[src/sv/assert_macros.svh]
// Assertion macros shared by the RTL modules of the cache.
`ifndef ASSERT_MACROS_SVH
`define ASSERT_MACROS_SVH

`ifndef NO_ASSERTIONS

// Checks a property at every rising clock edge while reset is low.
`define ASSERT_PROP(label, clk, rst, prop) \
   label: assert property (@(posedge clk) disable iff (rst) (prop)) \
      else $error("assertion failed");

// Checks that an expression holds at every rising clock edge while reset is low.
`define ASSERT_ALWAYS(label, clk, rst, expr) \
   label: assert property (@(posedge clk) disable iff (rst) (expr)) \
      else $error("invariant violated");

`else

`define ASSERT_PROP(label, clk, rst, prop)
`define ASSERT_ALWAYS(label, clk, rst, expr)

`endif

`endif

[src/sv/lruc_pkg.sv]
// Package of types and constants for the LRU key-value cache.
package lruc_pkg;

   localparam int ENTRIES = 16;
   localparam int DATA_W  = 32;
   localparam int CAP_W   = 5;
   localparam int RANK_W  = (ENTRIES > 1) ? $clog2(ENTRIES) : 1;
   localparam int CNT_W   = $clog2(ENTRIES + 1);

   localparam logic [CAP_W-1:0]  CAP_RESET  = CAP_W'(16);
   localparam logic [DATA_W-1:0] MISS_VALUE = {DATA_W{1'b1}};

   typedef enum logic {
      FUNC_GET = 1'b0,
      FUNC_PUT = 1'b1
   } func_type;

   typedef logic [DATA_W-1:0]  word_type;
   typedef logic [RANK_W-1:0]  rank_type;
   typedef logic [CNT_W-1:0]   count_type;
   typedef logic [CAP_W-1:0]   cap_type;
   typedef logic [ENTRIES-1:0] entry_vec_type;

   typedef word_type word_array_type [ENTRIES];
   typedef rank_type rank_array_type [ENTRIES];

   typedef struct packed {
      func_type                 func;
      logic signed [DATA_W-1:0] key;
      logic signed [DATA_W-1:0] write_value;
   } req_type;

   typedef struct packed {
      logic                     found;
      logic signed [DATA_W-1:0] read_value;
   } rsp_type;

   typedef struct packed {
      logic          hit;
      entry_vec_type hit_onehot;
      rank_type      hit_rank;
      word_type      hit_value;
      entry_vec_type victim_onehot;
      entry_vec_type free_onehot;
      logic          full;
   } lookup_type;

endpackage

[src/sv/lruc_lookup.sv]
// Parallel tag compare, victim and free slot selection for the cache.
module lruc_lookup
   import lruc_pkg::*;
(
   input  entry_vec_type  entry_valid,
   input  word_array_type entry_key,
   input  word_array_type entry_value,
   input  rank_array_type entry_rank,
   input  count_type      occupied,
   input  count_type      eff_capacity,
   input  word_type       key,
   output lookup_type     lookup
);

   entry_vec_type match;
   entry_vec_type hit_oh;
   entry_vec_type free_vec;
   entry_vec_type victim_vec;
   rank_type      oldest_rank;

   // With ranks a permutation of 0 .. occupied-1, the oldest entry is unique.
   assign oldest_rank = RANK_W'(occupied - CNT_W'(1));

   always_comb begin
      for (int i = 0; i < ENTRIES; i++) begin
         match[i]      = entry_valid[i] && (entry_key[i] == key);
         free_vec[i]   = !entry_valid[i];
         victim_vec[i] = entry_valid[i] && (entry_rank[i] == oldest_rank);
      end
   end

   assign hit_oh = match & (~match + ENTRIES'(1));

   always_comb begin
      lookup               = '0;
      lookup.hit           = |match;
      lookup.hit_onehot    = hit_oh;
      lookup.victim_onehot = victim_vec;
      lookup.free_onehot   = free_vec & (~free_vec + ENTRIES'(1));
      lookup.full          = occupied >= eff_capacity;
      for (int i = 0; i < ENTRIES; i++) begin
         if (hit_oh[i]) begin
            lookup.hit_rank  = lookup.hit_rank | entry_rank[i];
            lookup.hit_value = lookup.hit_value | entry_value[i];
         end
      end
   end

endmodule

[src/sv/lruc_store.sv]
// Entry store of the cache: tags, values, recency ranks and occupancy.
module lruc_store
   import lruc_pkg::*;
(
   input  logic      clock,
   input  logic      reset,
   input  logic      update_en,
   input  req_type   req,
   input  count_type eff_capacity,
   output rsp_type   rsp
);

`include "assert_macros.svh"

   entry_vec_type  valid_ff, valid_in;
   word_array_type key_ff, key_in;
   word_array_type value_ff, value_in;
   rank_array_type rank_ff, rank_in;
   count_type      count_ff, count_in;
   lookup_type     lk;
   entry_vec_type  slot;

   lruc_lookup u_lookup (
      .entry_valid  (valid_ff),
      .entry_key    (key_ff),
      .entry_value  (value_ff),
      .entry_rank   (rank_ff),
      .occupied     (count_ff),
      .eff_capacity (eff_capacity),
      .key          (word_type'(req.key)),
      .lookup       (lk)
   );

   assign slot = lk.full ? lk.victim_onehot : lk.free_onehot;

   always_comb begin
      valid_in = valid_ff;
      key_in   = key_ff;
      value_in = value_ff;
      rank_in  = rank_ff;
      count_in = count_ff;
      if (update_en) begin
         if (lk.hit) begin
            // Promote the hit entry; entries younger than it age by one.
            for (int i = 0; i < ENTRIES; i++) begin
               if (lk.hit_onehot[i]) begin
                  rank_in[i] = '0;
                  if (req.func == FUNC_PUT) begin
                     value_in[i] = word_type'(req.write_value);
                  end
               end else if (valid_ff[i] && (rank_ff[i] < lk.hit_rank)) begin
                  rank_in[i] = rank_ff[i] + RANK_W'(1);
               end
            end
         end else if (req.func == FUNC_PUT) begin
            // Insert into the victim or the first free slot; all others age.
            for (int i = 0; i < ENTRIES; i++) begin
               if (slot[i]) begin
                  valid_in[i] = 1'b1;
                  key_in[i]   = word_type'(req.key);
                  value_in[i] = word_type'(req.write_value);
                  rank_in[i]  = '0;
               end else if (valid_ff[i]) begin
                  rank_in[i] = rank_ff[i] + RANK_W'(1);
               end
            end
            if (!lk.full) begin
               count_in = count_ff + CNT_W'(1);
            end
         end
      end
   end

   always_comb begin
      rsp.found = lk.hit;
      if (req.func == FUNC_PUT) begin
         rsp.read_value = '0;
      end else if (lk.hit) begin
         rsp.read_value = lk.hit_value;
      end else begin
         rsp.read_value = MISS_VALUE;
      end
   end

   always_ff @(posedge clock) begin
      if (reset) begin
         valid_ff <= '0;
         count_ff <= '0;
      end else begin
         valid_ff <= valid_in;
         count_ff <= count_in;
      end
   end

   always_ff @(posedge clock) begin
      key_ff   <= key_in;
      value_ff <= value_in;
      rank_ff  <= rank_in;
   end

   `ASSERT_ALWAYS(a_count_matches_valid, clock, reset, $countones(valid_ff) == int'(count_ff))
   `ASSERT_ALWAYS(a_count_in_range, clock, reset, int'(count_ff) <= ENTRIES)
   `ASSERT_PROP(a_put_miss_fills, clock, reset, (update_en && !lk.hit && req.func == FUNC_PUT) |-> $onehot(slot))

endmodule

[src/sv/lru_key_value_cache_unit.sv]
// Top level of the fully associative key-value cache with LRU replacement.
//
//   channel  direction  payload      handshake
//   req_     in         req_type     req_valid / req_ready
//   rsp_     out        rsp_type     rsp_valid / rsp_ready
//   csr_     in         capacity     csr_valid / csr_ready (always ready)
//
// One request transfer per cycle is sustained while responses are taken. A
// request transfer loads the request register; the tag compare and rank
// update run while the request sits there, and they load the response
// register once it is free or being emptied, which offers the response.
// Reset is synchronous and clears the valid bits, the occupancy count and the
// handshake state, and sets the capacity to sixteen; no clearing pass is run.
// When the response register is full and not taken, the request register holds
// its item and req_ready falls in the same cycle.
module lru_key_value_cache_unit
   import lruc_pkg::*;
(
   input  logic    clock,
   input  logic    reset,
   input  logic    req_valid,
   output logic    req_ready,
   input  req_type req_data,
   output logic    rsp_valid,
   input  logic    rsp_ready,
   output rsp_type rsp_data,
   input  logic    csr_valid,
   output logic    csr_ready,
   input  cap_type csr_data
);

`include "assert_macros.svh"

   // Request register and response register with their valid flags.
   logic      req_valid_ff, req_valid_in;
   req_type   req_ff;
   logic      rsp_valid_ff, rsp_valid_in;
   rsp_type   rsp_ff;
   cap_type   capacity_ff, capacity_in;
   count_type eff_capacity;
   rsp_type   store_rsp;
   logic      advance;

   // The stored request is processed when the response register is free or is
   // being emptied in this same cycle.
   assign advance   = req_valid_ff && (!rsp_valid_ff || rsp_ready);
   assign req_ready = !req_valid_ff || advance;
   assign csr_ready = 1'b1;

   assign req_valid_in = req_ready ? req_valid : req_valid_ff;
   assign rsp_valid_in = advance || (rsp_valid_ff && !rsp_ready);
   assign capacity_in  = csr_valid ? csr_data : capacity_ff;

   // A capacity of zero behaves as one, and anything above the store size is
   // saturated to the number of entries.
   always_comb begin
      if (capacity_ff == '0) begin
         eff_capacity = CNT_W'(1);
      end else if (int'(capacity_ff) > ENTRIES) begin
         eff_capacity = CNT_W'(ENTRIES);
      end else begin
         eff_capacity = CNT_W'(capacity_ff);
      end
   end

   lruc_store u_store (
      .clock        (clock),
      .reset        (reset),
      .update_en    (advance),
      .req          (req_ff),
      .eff_capacity (eff_capacity),
      .rsp          (store_rsp)
   );

   always_ff @(posedge clock) begin
      if (reset) begin
         req_valid_ff <= 1'b0;
         rsp_valid_ff <= 1'b0;
         capacity_ff  <= CAP_RESET;
      end else begin
         req_valid_ff <= req_valid_in;
         rsp_valid_ff <= rsp_valid_in;
         capacity_ff  <= capacity_in;
      end
   end

   // Payload registers load on a transfer and otherwise hold.
   always_ff @(posedge clock) begin
      if (req_valid && req_ready) begin
         req_ff <= req_data;
      end
      if (advance) begin
         rsp_ff <= store_rsp;
      end
   end

   assign rsp_valid = rsp_valid_ff;
   assign rsp_data  = rsp_ff;

   `ASSERT_PROP(a_advance_loads_rsp, clock, reset, advance |=> rsp_valid_ff)
   `ASSERT_PROP(a_stall_holds_req, clock, reset, (req_valid_ff && rsp_valid_ff && !rsp_ready) |=> (req_valid_ff && $stable(req_ff)))
   `ASSERT_PROP(a_csr_write_lands, clock, reset, (csr_valid && !reset) |=> (capacity_ff == $past(csr_data)))

endmodule

[config.mk]
export PLATFORM = sky130hd
export DESIGN_NAME = lru_key_value_cache_unit
export DESIGN_NICKNAME = d
export VERILOG_FILES = /design/src/sv/lruc_pkg.sv /design/src/sv/lruc_lookup.sv /design/src/sv/lruc_store.sv /design/src/sv/lru_key_value_cache_unit.sv
export VERILOG_INCLUDE_DIRS = /design/src /design/src/sv
export SDC_FILE = /design/constraint.sdc
export NUM_CORES = 2
export LEC_CHECK = 0
export BUFFER_PORTS_ARGS = -buffer_cell sky130_fd_sc_hd__buf_4
export CORE_MARGIN = 2
export CORE_UTILIZATION = 35
export CTS_CLUSTER_SIZE = 20
export DETAILED_ROUTE_END_ITERATION = 12
export PLACE_DENSITY = 0.47
export SLEW_MARGIN = 20
export SYNTH_ARGS = -nofsm -noshare
export SYNTH_HDL_FRONTEND = slang
export SYNTH_SLANG_ARGS = --single-unit
[constraint.sdc]
create_clock -name clock -period 7.85 [get_ports clock]
set_input_delay 0.785 -clock clock [delete_from_list [all_inputs] [get_ports clock]]
set_output_delay 0.785 -clock clock [all_outputs]
set_load 0.1 [all_outputs]
==> reports/qor.csv <==
metric;value;unit
Setup crit end kind;flip-flop;
post-synthesis compound-gate area fraction;0.0676;
Mapped Cells;3527;
Synth Cell Area;52400;um2
Starting Density;0.351;
Synth Warn #;0;
Hold Path Class;in2reg;
largest net degree at the start of global routing;48;
syn avg cell area;14.9;um2
layout cells sized above 1;0.139;
standard-cell rows;142;
Data arrival, critical path;7.09;ns
slowest CP cell;or4b_1;
post-synthesis mux area share;0.00136;
clk_lat worst skew;0.79;ns
Post-synth ARST share;0;
Clock transition at path regs;0.06;ns
die footprint;153000;um2
CTS tree;yes;
final core occ;0.405;
delay-heaviest family, CP;simple AND/OR/NAND/NOR gates;
RSZ-0062 raised after global routing;no;
main combinational cell family by area after synthesis;XOR/XNOR gates;
Final setup viols;0;
cell leakage power;0.0197;uW
post-synthesis sequential area ratio;0.690;
filler cell count;13800;
final setup skew;0.0543;ns
Slew Limit Fails;0;
Diodes inserted;0;
# hold bufs at CTS;0;
CTS Buffer Depth;3;
CP max stage delay;0.80;ns
GRT Overall Usage;0.205;
Pwr Density;235;nW/um2
setup repair bufs after CTS;0;
I/O pin cnt;111;
TritonCTS Sinks;1214;
FF+latch count, synth;1214;
layout net count;3897;
Core ar.;149000;um2
CP required;8.23;ns
kind of critical path;reg2reg;
worst path bufs/invs;1;
Fin. Hold Viols;0;
HPWL Detailed;102000;um
PortBufs;109;
Main synth FF type;edfxtp_1;
max-cap viol count;0;
CTS buffer count;141;
critical path peak fanout;14;
DR vias;31200;
WL per Instance;27.3;um
Die Ht;391;um
Tcrit/Tclk final;0.855;
Worst Max-Slew Pin Slew;1.09;ns
Worst R2R Setup Slack;1.14;ns
H-tree Lvls;4;
root buffer cell;clkbuf_16;
TNS Setup;0;ns
initial antenna violation count;4;
Routed WL;158000;um
ordered list of cells on the worst path;buf_4 > xor2_1 > nor4_1 > nand4_1 > nor3_1 > or4b_1 > nor4_1 > or4b_1 > nor3b_1 > nand2_1 > and4b_1 > ha_1 > nand2b_1 > a2111oi_0 > a21oi_1 > a211oi_1;
Resize count post-CTS;0;
gpl congestion;0.878;
area share of fa/ha/maj cells after synthesis;0.0169;
post-route minimum period;6.71;ns
gr ovfl total;0;
Remaining DRCs;0;
detail-routed via count per cell;5.38;
crit path launch type;flip-flop;
f_max;149;MHz
EDFF count, synth;1186;
outcome;complete, no violations;
final worst setup slack;1.14;ns
peak supply drop;201;uV
Post-Synthesis Net Count;3673;
Initial DRT Pass Iterations;9;
pre-CTS setup slack;1.18;ns
P&R area growth vs syn;15.4;%
Fin Hold WS;0.170;ns
XOR/XNOR share of the synthesized area;0.102;
vias in the first global route;30400;
DRT iter0 DRCs;2857;
post-synth cell types;84;
simple logic cell fraction of the synthesized area;0.0946;
first-pass GRT wire length;225000;um
die width;391;um
slew margin rel.;0.271;
DRT antenna net count;0;
[final timing paths]
kind | startpoint | cells past startpoint | end
setup / recovery | req_ff[55]$_DFFE_PP_ | 16 | u_store.rank_ff[55]$_DFFE_PP_
hold / removal | req_data[17] | 1 | req_ff[17]$_DFFE_PP_
setup reg to reg | req_ff[55]$_DFFE_PP_ | 16 | u_store.rank_ff[55]$_DFFE_PP_
hold reg to reg | capacity_ff[0]$_SDFFE_PP0P_ | 2 | capacity_ff[0]$_SDFFE_PP0P_
[synthesized netlist by cell type (all sizes together), types with 71 or more instances]
| cell type | instances | share of area |
|---|---|---|
| edfxtp | 1186 | 0.68 |
| nand2 | 111 | 0.0079 |
| ha | 71 | 0.017 |
| a21oi | 91 | 0.0087 |
| nand3 | 109 | 0.010 |
| xor2 | 381 | 0.064 |
| xnor2 | 227 | 0.038 |
| nor4 | 143 | 0.018 |
| inv | 121 | 0.0087 |
| buf | 88 | 0.014 |
| clkbuf | 79 | 0.0057 |
| o211ai | 74 | 0.011 |
| a222oi | 103 | 0.020 |
| nor2 | 134 | 0.0096 |
| nand4 | 101 | 0.012 |
[sequential cells by signal, indices dropped and copies added (netlist names)]
register,flops
rsp_data,33
capacity_ff,5
rsp_valid,1
u_store.value_ff,512
req_ff,65
u_store.rank_ff,64
req_valid_ff,1
u_store.valid_ff,16
u_store.count_ff,5
u_store.key_ff,512
[cell families after synthesis]
| kind of cell | count (synthesis) |
|---|---|
| DFF | 1214 |
| and+or+nand+nor | 873 |
| xor gates and xnor gates | 608 |
| AOI/OAI and AO/OA | 464 |
| buffers and inverters | 289 |
| adders and majority gates | 71 |
| muxes | 7 |
| other | 1 |
[layout by cell type (no fill, tap or decap), types with 13 or more instances in the layout]
cell type and instances:
clkbuf_1 25, clkinv_2 26, or4_1 24, nand2_1 110, o21a_1 14, nor4_1 138, a21boi_1 32, nor3_1 45
buf_4 247, nand4_1 101, xnor2_1 226, inv_1 119, ha_1 71, nand2b_1 24, a222oi_1 103, or2_2 35
edfxtp_1 1186, xor2_1 380, a21o_1 16, dfxtp_1 28, o211ai_1 74, nand3_1 109, clkinv_1 33, and3_1 14
a21oi_1 91, nor2_1 128, and2_1 18, clkbuf_16 141, a41oi_1 37, nor2b_4 13, o21ai_0 28
[layer usage]
layer	vias to the layer above	part of all wire	GRT usage	wire, um
met5	-	0	0	0
met4	0	0.016	0.0453	2490
met3	168	0.055	0.0352	8760
met2	959	0.47	0.331	74700
met1	16000	0.46	0.288	72300
li1	14100	-	-	-
[metrics by stage]
step	power, uW	cells	cell area [um2]
floorplan	7700	3527	52400
global placement	7970	5551	56000
detailed placement	7970	5552	56000
CTS	14400	5806	60500
global route	14700	5806	60500
finish	14200	5806	60500
[power breakdown]
group,switching (uW),leakage [uW],internal (uW)
clock,2760,0.00219,3620
sequential,90.1,0.0110,7160
combinational,406,0.00654,169
[area by class of cell]
cell class / instances / area (um2) / area share
flip-flops and latches: 1214 / 36200 / 0.598
repair buffers: 248 / 1870 / 0.0309
well taps: 1944 / 2430 / 0.0402
multi-input cells: 2024 / 15100 / 0.249
clock buffers: 166 / 3620 / 0.0599
clock inverters: 88 / 891 / 0.0147
inverters: 122 / 458 / 0.00757
Note: power is estimated with default switching activity, not from simulation.
